`src/rtl/hts_pkg.sv`:
```
// Package with the shared types, codes and constants of the hybrid tick task scheduler.
`timescale 1ns / 1ps
`default_nettype none

package hts_pkg;

	localparam int SLOTS_DEF   = 16;
	localparam int MAX_RESULTS = 16;
	localparam int NW          = $clog2(MAX_RESULTS + 1);

	localparam logic [1:0] OP_TICK     = 2'd0;
	localparam logic [1:0] OP_ADD      = 2'd1;
	localparam logic [1:0] OP_DELETE   = 2'd2;
	localparam logic [1:0] OP_DISPATCH = 2'd3;

	localparam logic [1:0] KIND_RUN  = 2'd0;
	localparam logic [1:0] KIND_SLOT = 2'd1;
	localparam logic [1:0] KIND_FULL = 2'd2;
	localparam logic [1:0] KIND_DONE = 2'd3;

	typedef struct packed {
		logic [1:0]  op;
		logic [3:0]  slot;
		logic [7:0]  job_id;
		logic [15:0] start_delay;
		logic [15:0] period;
		logic        cooperative;
	} req_t;

	typedef struct packed {
		logic [1:0] kind;
		logic [7:0] job;
		logic [3:0] slot_index;
		logic       last;
	} rsp_t;

	typedef struct packed {
		logic [7:0]  job;
		logic [15:0] delay;
		logic [15:0] period;
		logic        coop;
		logic [15:0] pending;
	} entry_t;

	typedef struct packed {
		logic   run;
		logic   wr;
		logic   valid;
		entry_t entry;
	} upd_t;

endpackage

`default_nettype wire

```
`src/rtl/hts_slot_unit.sv`:
```
// Shared slot update unit: one 16-bit incrementer/decrementer and the tick and dispatch rules.
`timescale 1ns / 1ps
`default_nettype none

module hts_slot_unit (
	input  wire logic            dispatch,
	input  wire logic            valid,
	input  wire hts_pkg::entry_t ent,
	output hts_pkg::upd_t        upd
);

	logic [15:0] add_a;
	logic        add_dec;
	logic [15:0] sum;

	always_comb begin
		add_a   = ent.delay;
		add_dec = 1'b1;
		if (dispatch) begin
			add_a = ent.pending;
		end else if (ent.delay == 16'd0) begin
			add_a   = ent.pending;
			add_dec = 1'b0;
		end
	end

	assign sum = add_a + (add_dec ? 16'hFFFF : 16'd1);

	always_comb begin
		upd       = '0;
		upd.entry = ent;
		upd.valid = valid;
		if (valid) begin
			if (dispatch) begin
				if (ent.coop && ent.pending != 16'd0) begin
					upd.run           = 1'b1;
					upd.wr            = 1'b1;
					upd.entry.pending = sum;
					if (ent.period == 16'd0) begin
						upd.valid         = 1'b0;
						upd.entry.pending = 16'd0;
					end
				end
			end else if (ent.delay != 16'd0) begin
				upd.wr          = 1'b1;
				upd.entry.delay = sum;
			end else begin
				upd.wr = 1'b1;
				if (ent.coop) begin
					if (ent.pending != 16'hFFFF) begin
						upd.entry.pending = sum;
					end
				end else begin
					upd.run = 1'b1;
					if (ent.period == 16'd0) begin
						upd.valid         = 1'b0;
						upd.entry.pending = 16'd0;
					end
				end
				if (ent.period != 16'd0) begin
					upd.entry.delay = ent.period;
				end
			end
		end
	end

endmodule

`default_nettype wire

```
`src/rtl/hybrid_tick_task_scheduler_core.sv`:
```
// Top level of the hybrid tick task scheduler: slot table, scan sequencer and result register.
// The request channel (req_valid, req_ready, req) carries one operation per transaction:
// tick, add task, delete slot or dispatch cooperative tasks. The response channel
// (rsp_valid, rsp_ready, rsp) returns one or more results per request; the final one has
// last set. Tick and dispatch scan the slot table one slot per clock while the scan is not
// stalled, through a single slot update unit and one read port of the slot memory.
// Add scans the valid bits one slot per cycle. Only one request is in work at a time;
// req_ready is high only while the block is idle. Run results found during a scan wait in a
// holding register; when a further run result is found while the holding register and the
// response register are both full, the scan pauses on that slot without losing anything. A
// stalled receiver therefore stops the scan but never drops results. At most 16 results are
// reported per request. Reset clears every valid bit, so the table comes up empty at once;
// the slot memory itself is not cleared and needs no clearing pass, because the contents of
// a free slot are never used.
`timescale 1ns / 1ps
`default_nettype none

module hybrid_tick_task_scheduler_core #(
	parameter int SLOTS = hts_pkg::SLOTS_DEF
) (
	input  wire logic          clk,
	input  wire logic          arst_n,
	input  wire logic          req_valid,
	output logic               req_ready,
	input  wire hts_pkg::req_t req,
	output logic               rsp_valid,
	input  wire logic          rsp_ready,
	output hts_pkg::rsp_t      rsp
);

	localparam int IW = (SLOTS > 1) ? $clog2(SLOTS) : 1;

	typedef enum logic [1:0] {ST_IDLE, ST_ADD, ST_SCAN, ST_FIN} state_t;

	state_t                   state_q;
	logic [IW-1:0]            idx_q;
	logic [hts_pkg::NW-1:0]   n_q;
	logic [SLOTS-1:0]         valid_q;
	logic                     held_vld_q;
	logic                     rsp_vld_q;
	hts_pkg::rsp_t            held_q;
	hts_pkg::rsp_t            rsp_q;
	hts_pkg::req_t            req_q;

	hts_pkg::entry_t          mem [SLOTS];
	hts_pkg::entry_t          rdata_q;

	hts_pkg::upd_t            upd;
	hts_pkg::entry_t          wdata;
	hts_pkg::rsp_t            push_data;
	logic [IW-1:0]            raddr;
	logic                     we;
	logic                     push;
	logic                     last_slot;
	logic                     can_push;
	logic                     rec;
	logic                     stall;
	logic                     free;
	logic                     accept;

	hts_slot_unit u_unit (
		.dispatch(req_q.op == hts_pkg::OP_DISPATCH),
		.valid   (valid_q[idx_q]),
		.ent     (rdata_q),
		.upd     (upd)
	);

	assign req_ready = (state_q == ST_IDLE);
	assign accept    = req_valid && req_ready;
	assign rsp_valid = rsp_vld_q;
	assign rsp       = rsp_q;

	always_comb begin
		last_slot = (idx_q == IW'(SLOTS - 1));
		can_push  = !rsp_vld_q || rsp_ready;
		free      = !valid_q[idx_q];
		rec       = (state_q == ST_SCAN) && upd.run && (n_q < hts_pkg::NW'(hts_pkg::MAX_RESULTS));
		stall     = rec && held_vld_q && !can_push;

		raddr = '0;
		if (state_q == ST_SCAN) begin
			if (stall) begin
				raddr = idx_q;
			end else if (!last_slot) begin
				raddr = idx_q + IW'(1);
			end
		end

		we    = 1'b0;
		wdata = upd.entry;
		if (state_q == ST_SCAN && !stall && upd.wr) begin
			we = 1'b1;
		end
		if (state_q == ST_ADD && free) begin
			we            = 1'b1;
			wdata.job     = req_q.job_id;
			wdata.delay   = req_q.start_delay;
			wdata.period  = req_q.period;
			wdata.coop    = req_q.cooperative;
			wdata.pending = 16'd0;
		end

		push      = 1'b0;
		push_data = held_q;
		if (rec && held_vld_q && !stall) begin
			push           = 1'b1;
			push_data.last = 1'b0;
		end
		if (state_q == ST_FIN && can_push) begin
			push = 1'b1;
			if (held_vld_q) begin
				push_data.last = 1'b1;
			end else begin
				push_data = '{kind: hts_pkg::KIND_DONE, job: 8'd0, slot_index: 4'd0, last: 1'b1};
			end
		end
	end

	always_ff @(posedge clk) begin
		if (we) begin
			mem[idx_q] <= wdata;
		end
		rdata_q <= mem[raddr];
	end

	always_ff @(posedge clk) begin
		if (accept) begin
			req_q <= req;
		end
		if (push) begin
			rsp_q <= push_data;
		end
		if (state_q == ST_ADD) begin
			if (free) begin
				held_q <= '{kind: hts_pkg::KIND_SLOT, job: 8'd0, slot_index: 4'(idx_q), last: 1'b0};
			end else begin
				held_q <= '{kind: hts_pkg::KIND_FULL, job: 8'd0, slot_index: 4'd0, last: 1'b0};
			end
		end
		if (rec && !stall) begin
			held_q <= '{kind: hts_pkg::KIND_RUN, job: rdata_q.job, slot_index: 4'(idx_q),
				last: 1'b0};
		end
	end

	always_ff @(posedge clk or negedge arst_n) begin
		if (!arst_n) begin
			state_q    <= ST_IDLE;
			idx_q      <= '0;
			n_q        <= '0;
			valid_q    <= '0;
			held_vld_q <= 1'b0;
			rsp_vld_q  <= 1'b0;
		end else begin
			if (push) begin
				rsp_vld_q <= 1'b1;
			end else if (rsp_ready) begin
				rsp_vld_q <= 1'b0;
			end
			unique case (state_q)
				ST_IDLE: begin
					if (accept) begin
						idx_q      <= '0;
						n_q        <= '0;
						held_vld_q <= 1'b0;
						unique case (req.op)
							hts_pkg::OP_TICK, hts_pkg::OP_DISPATCH: begin
								state_q <= ST_SCAN;
							end
							hts_pkg::OP_ADD: begin
								state_q <= ST_ADD;
							end
							hts_pkg::OP_DELETE: begin
								if (32'(req.slot) < SLOTS) begin
									valid_q[IW'(req.slot)] <= 1'b0;
								end
								state_q <= ST_FIN;
							end
							default: begin
								state_q <= ST_FIN;
							end
						endcase
					end
				end
				ST_ADD: begin
					if (free) begin
						valid_q[idx_q] <= 1'b1;
						held_vld_q     <= 1'b1;
						state_q        <= ST_FIN;
					end else if (last_slot) begin
						held_vld_q <= 1'b1;
						state_q    <= ST_FIN;
					end else begin
						idx_q <= idx_q + IW'(1);
					end
				end
				ST_SCAN: begin
					if (!stall) begin
						if (upd.wr) begin
							valid_q[idx_q] <= upd.valid;
						end
						if (rec) begin
							held_vld_q <= 1'b1;
							n_q        <= n_q + hts_pkg::NW'(1);
						end
						if (last_slot) begin
							state_q <= ST_FIN;
						end else begin
							idx_q <= idx_q + IW'(1);
						end
					end
				end
				ST_FIN: begin
					if (can_push) begin
						held_vld_q <= 1'b0;
						state_q    <= ST_IDLE;
					end
				end
				default: begin
					state_q <= ST_IDLE;
				end
			endcase
		end
	end

endmodule

`default_nettype wire
```
`config.mk`:
```
export PLATFORM = sky130hd
export DESIGN_NAME = hybrid_tick_task_scheduler_core
export DESIGN_NICKNAME = d
export VERILOG_FILES = /design/src/rtl/hts_pkg.sv /design/src/rtl/hts_slot_unit.sv /design/src/rtl/hybrid_tick_task_scheduler_core.sv
export SDC_FILE = /design/constraint.sdc
export NUM_CORES = 2
export LEC_CHECK = 0
export BUFFER_PORTS_ARGS = -buffer_cell sky130_fd_sc_hd__buf_4
export CAP_MARGIN = 5
export CORE_MARGIN = 3
export CORE_UTILIZATION = 55
export CTS_CLUSTER_DIAMETER = 150
export DETAILED_ROUTE_END_ITERATION = 12
export GPL_ROUTABILITY_DRIVEN = 0
export PLACE_DENSITY = 0.71
export SLEW_MARGIN = 40
export SYNTH_ARGS = -nofsm -noshare
export SYNTH_HDL_FRONTEND = slang
export SYNTH_SLANG_ARGS = --single-unit
export TNS_END_PERCENT = 5
```
`constraint.sdc`:
```
create_clock -name clk -period 9.47 [get_ports clk]
set_input_delay 0.947 -clock clk [delete_from_list [all_inputs] [get_ports clk]]
set_output_delay 0.947 -clock clk [all_outputs]
set_load 0.005 [all_outputs]
```
==> impl_metrics.tcl <==
set metrics [dict create \
    wl_um 120500 \
    finalSetupViolCount 0 \
    cp_max_fo 21 \
    worstPathArrival_ns 6.29 \
    synth_mux_area_frac 0.01789 \
    yosysUniqueCellTypes 79 \
    endpoint_kind "register" \
    io_pins 68 \
    crit_top_cell "nand2_1" \
    wire_per_inst_um 26.15 \
    syn_inst 3439 \
    critPathMaxStageDelay_ns 0.93 \
    drt-initial-drc-count 4207 \
    hp-class "input port to asynchronous set/reset pin" \
    power.density_nw_per_um2 343.6 \
    cts_setup_buffers 0 \
    rsz0062_at_grt "false" \
    p_leak_nw 17.32 \
    hold_viol_final 0 \
    yosysWarnings 0 \
    overflow 0 \
    port_buffers 67 \
    route.detailed.drc 1 \
    crit_chain "or4_4 > or4_1 > nand2_1 > nand2_1 > nand2_1 > inv_1 > fa_1 > nor2b_1 > nor3_1 > a31oi_1 > o211ai_1 > a21oi_1 > nand2_1 > o31ai_1 > xor2_1 > a221o_1" \
    cts_resized 0 \
    outcome "complete, but fails checks" \
    synthesis.nets 3513 \
    place_hpwl_um 63640 \
    fin_crit_ns 5.891 \
    critPathTopFamily "simple AND/OR/NAND/NOR gates" \
    setup.worst_path.start_class "register" \
    die_w_um 291.0 \
    max_freq_ghz 0.1698 \
    grtUsageTotal 0.2789 \
    synthArstFlopShare 0.02710 \
    crit_slowest_cell "or4_1" \
    avgViaCountPerCell 6.495 \
    slew_headroom 0.4122 \
    grt_pass1_wl_um 179500 \
    via_count 29920 \
    core_um2 79770 \
    slew_viol_final 0 \
    grt_pass1_vias 29160 \
    initial_utilization 0.5601 \
    cp.buffers_inverters 1 \
    yosysTopAreaCellShare 0.6600 \
    synthTopCellsByArea "edfxtp_1 (66%), nand2_1 (7.2%), nand3_1 (4.2%)" \
    synth_fa_ha_area_frac 0.006609 \
    grt_max_degree 141 \
    wl_met3_um 12710 \
    peakVddDrop_v 0.0002250 \
    die_area_um2 84690 \
    clkSinkCount 1070 \
    cts_tree "built" \
    final_util 0.6261 \
    worst_slack_ns 3.579 \
    ant_nets 0 \
    grt_antenna_before_repair 0 \
    worstPathRequired_ns 9.87 \
    fin_skew_ns 0.02726 \
    whs_ns 0.2069 \
    avgSynthCellArea_um2 12.99 \
    finalCritPeriodShare 0.6220 \
    synth_edf_count 982 \
    cts_buffers 106 \
    timing_worst_setup_path_type "register to register" \
    dpl_worst_slack_ns 3.494 \
    synth_top_family_by_area "simple AND/OR/NAND/NOR gates" \
    p_total_mw 17.16 \
    clk_path_buf_depth 3 \
    dieHeight_um 291.0 \
    synthFlopType "edfxtp_1" \
    wl_met1_um 47490 \
    fin_setup_tns_ns 0 \
    stdcell_count 4607 \
    netlist_area_um2 44680 \
    violations "DRC" \
    htree_levels 3 \
    placedCellCount 4405 \
    fin_nets 3538 \
    synth-simple-area-share 0.1459 \
    yosys.area.top_type "edfxtp_1" \
    firstDrtPassIters 11 \
    rows 103 \
    n_antenna_cell 0 \
    layout-drive-gt1-share 0.1209 \
    cts-root-buf "clkbuf_16" \
    placed_area_um2 46300 \
    area_growth_pct 11.79 \
    hold_buffers 0 \
    synth_compound_area_frac 0.09689 \
    ys_ff_latch 1070 \
    wl_met2_um 55310 \
    maxUsedRoutingLayer "met4" \
    stdcell_area_um2 49950 \
    ys_seq_area_frac 0.7027 \
    maxCapViolations 0 \
    synthXorXnorAreaFrac 0.002744 \
    worstSkewPairLatency_ns 0.68 \
    clkTransAtPathRegs_ns 0.07 \
    tightestPinTransition_ns 0.8817 \
]
[cells in the mapped netlist, drive strengths merged (16+ instances only)]
cell and number:
a31o 56, a211oi 61, clkbuf 141, dfxtp 59, inv 20, a32o 57, dfrtp 29, o311ai 60
o31ai 17, a31oi 16, nand2 862, nand3 374, edfxtp 982, nand2b 17, nor2 75, ha 22
buf 87, a21oi 92, mux2i 66, and2 83, o21ai 64
[placed cells by master (no fill, tap or decap), types with 11 or more instances in the layout]
cell       count
and2_1        78
a32o_1        57
a211oi_1      22
o311ai_2      30
edfxtp_1     982
a211oi_2      39
nor2b_1       12
nor3_1        12
a221o_1       11
nand2b_1      17
ha_1          21
a21oi_1       89
dfrtp_1       29
a31oi_1       15
clkbuf_1      33
clkbuf_16    107
dfxtp_1       59
nor2_4        15
o21ai_0       62
o311ai_1      28
clkinv_2      12
a31o_1        56
o211ai_1      11
mux2i_1       64
inv_1         20
o31ai_1       17
nand2_1      860
bufinv_16     13
nor2_1        56
buf_4        127
clkinv_1      17
nand3_1      373
[power by group]
group | switching, mW | internal (mW)
Clock | 1.77 | 2.53
Sequential | 0.433 | 6.78
Combinational | 3.99 | 1.66
[state kept, by name, indices dropped and copies added, names as in the netlist]
name / flops
valid_q: 16
mem: 912
n_q: 5
idx_q: 4
state_q: 2
held_vld_q: 1
rsp: 15
held_q: 14
rdata_q: 57
rsp_valid: 1
req_q: 43
[worst paths after layout]
| path | cells after the start | slack, ns | to | start |
|---|---|---|---|---|
| min in group clk | 1 | 0.45 | req_q[35] | req[35] |
| worst max register to register | 16 | 3.58 | mem[14][47] | rdata_q[43] |
| worst max-delay path | 16 | 3.58 | mem[14][47] | rdata_q[43] |
| worst min-delay path | 1 | 0.21 | idx_q[3] | arst_n |
| worst min register to register | 2 | 0.48 | held_q[14] | held_q[14] |
| max in group asynchronous | 1 | 8.97 | valid_q[9] | arst_n |
[final cells by class]
type	count	area (um2)
clock buffers	150	2939
clock inverters	51	665.6
fillers	5827	29820
inverters	20	75.07
multi-input cells	2121	12350
flip-flops and latches	1070	31400
well taps	1050	1314
repair buffers	145	1214
[cell families after synthesis]
group	after synthesis
simple gates	1487
buf+inv	248
compound gates	523
mux	74
flops	1070
xor+xnor	14
fa+ha+maj	23
[layer usage]
layer / global-route usage / up-vias
li1: - / 12870
met4: 0.1100 / 0
met3: 0.05524 / 399
met5: 0 / -
met1: 0.3905 / 14770
met2: 0.4341 / 1887
Note: power is estimated with default switching activity, not from simulation.
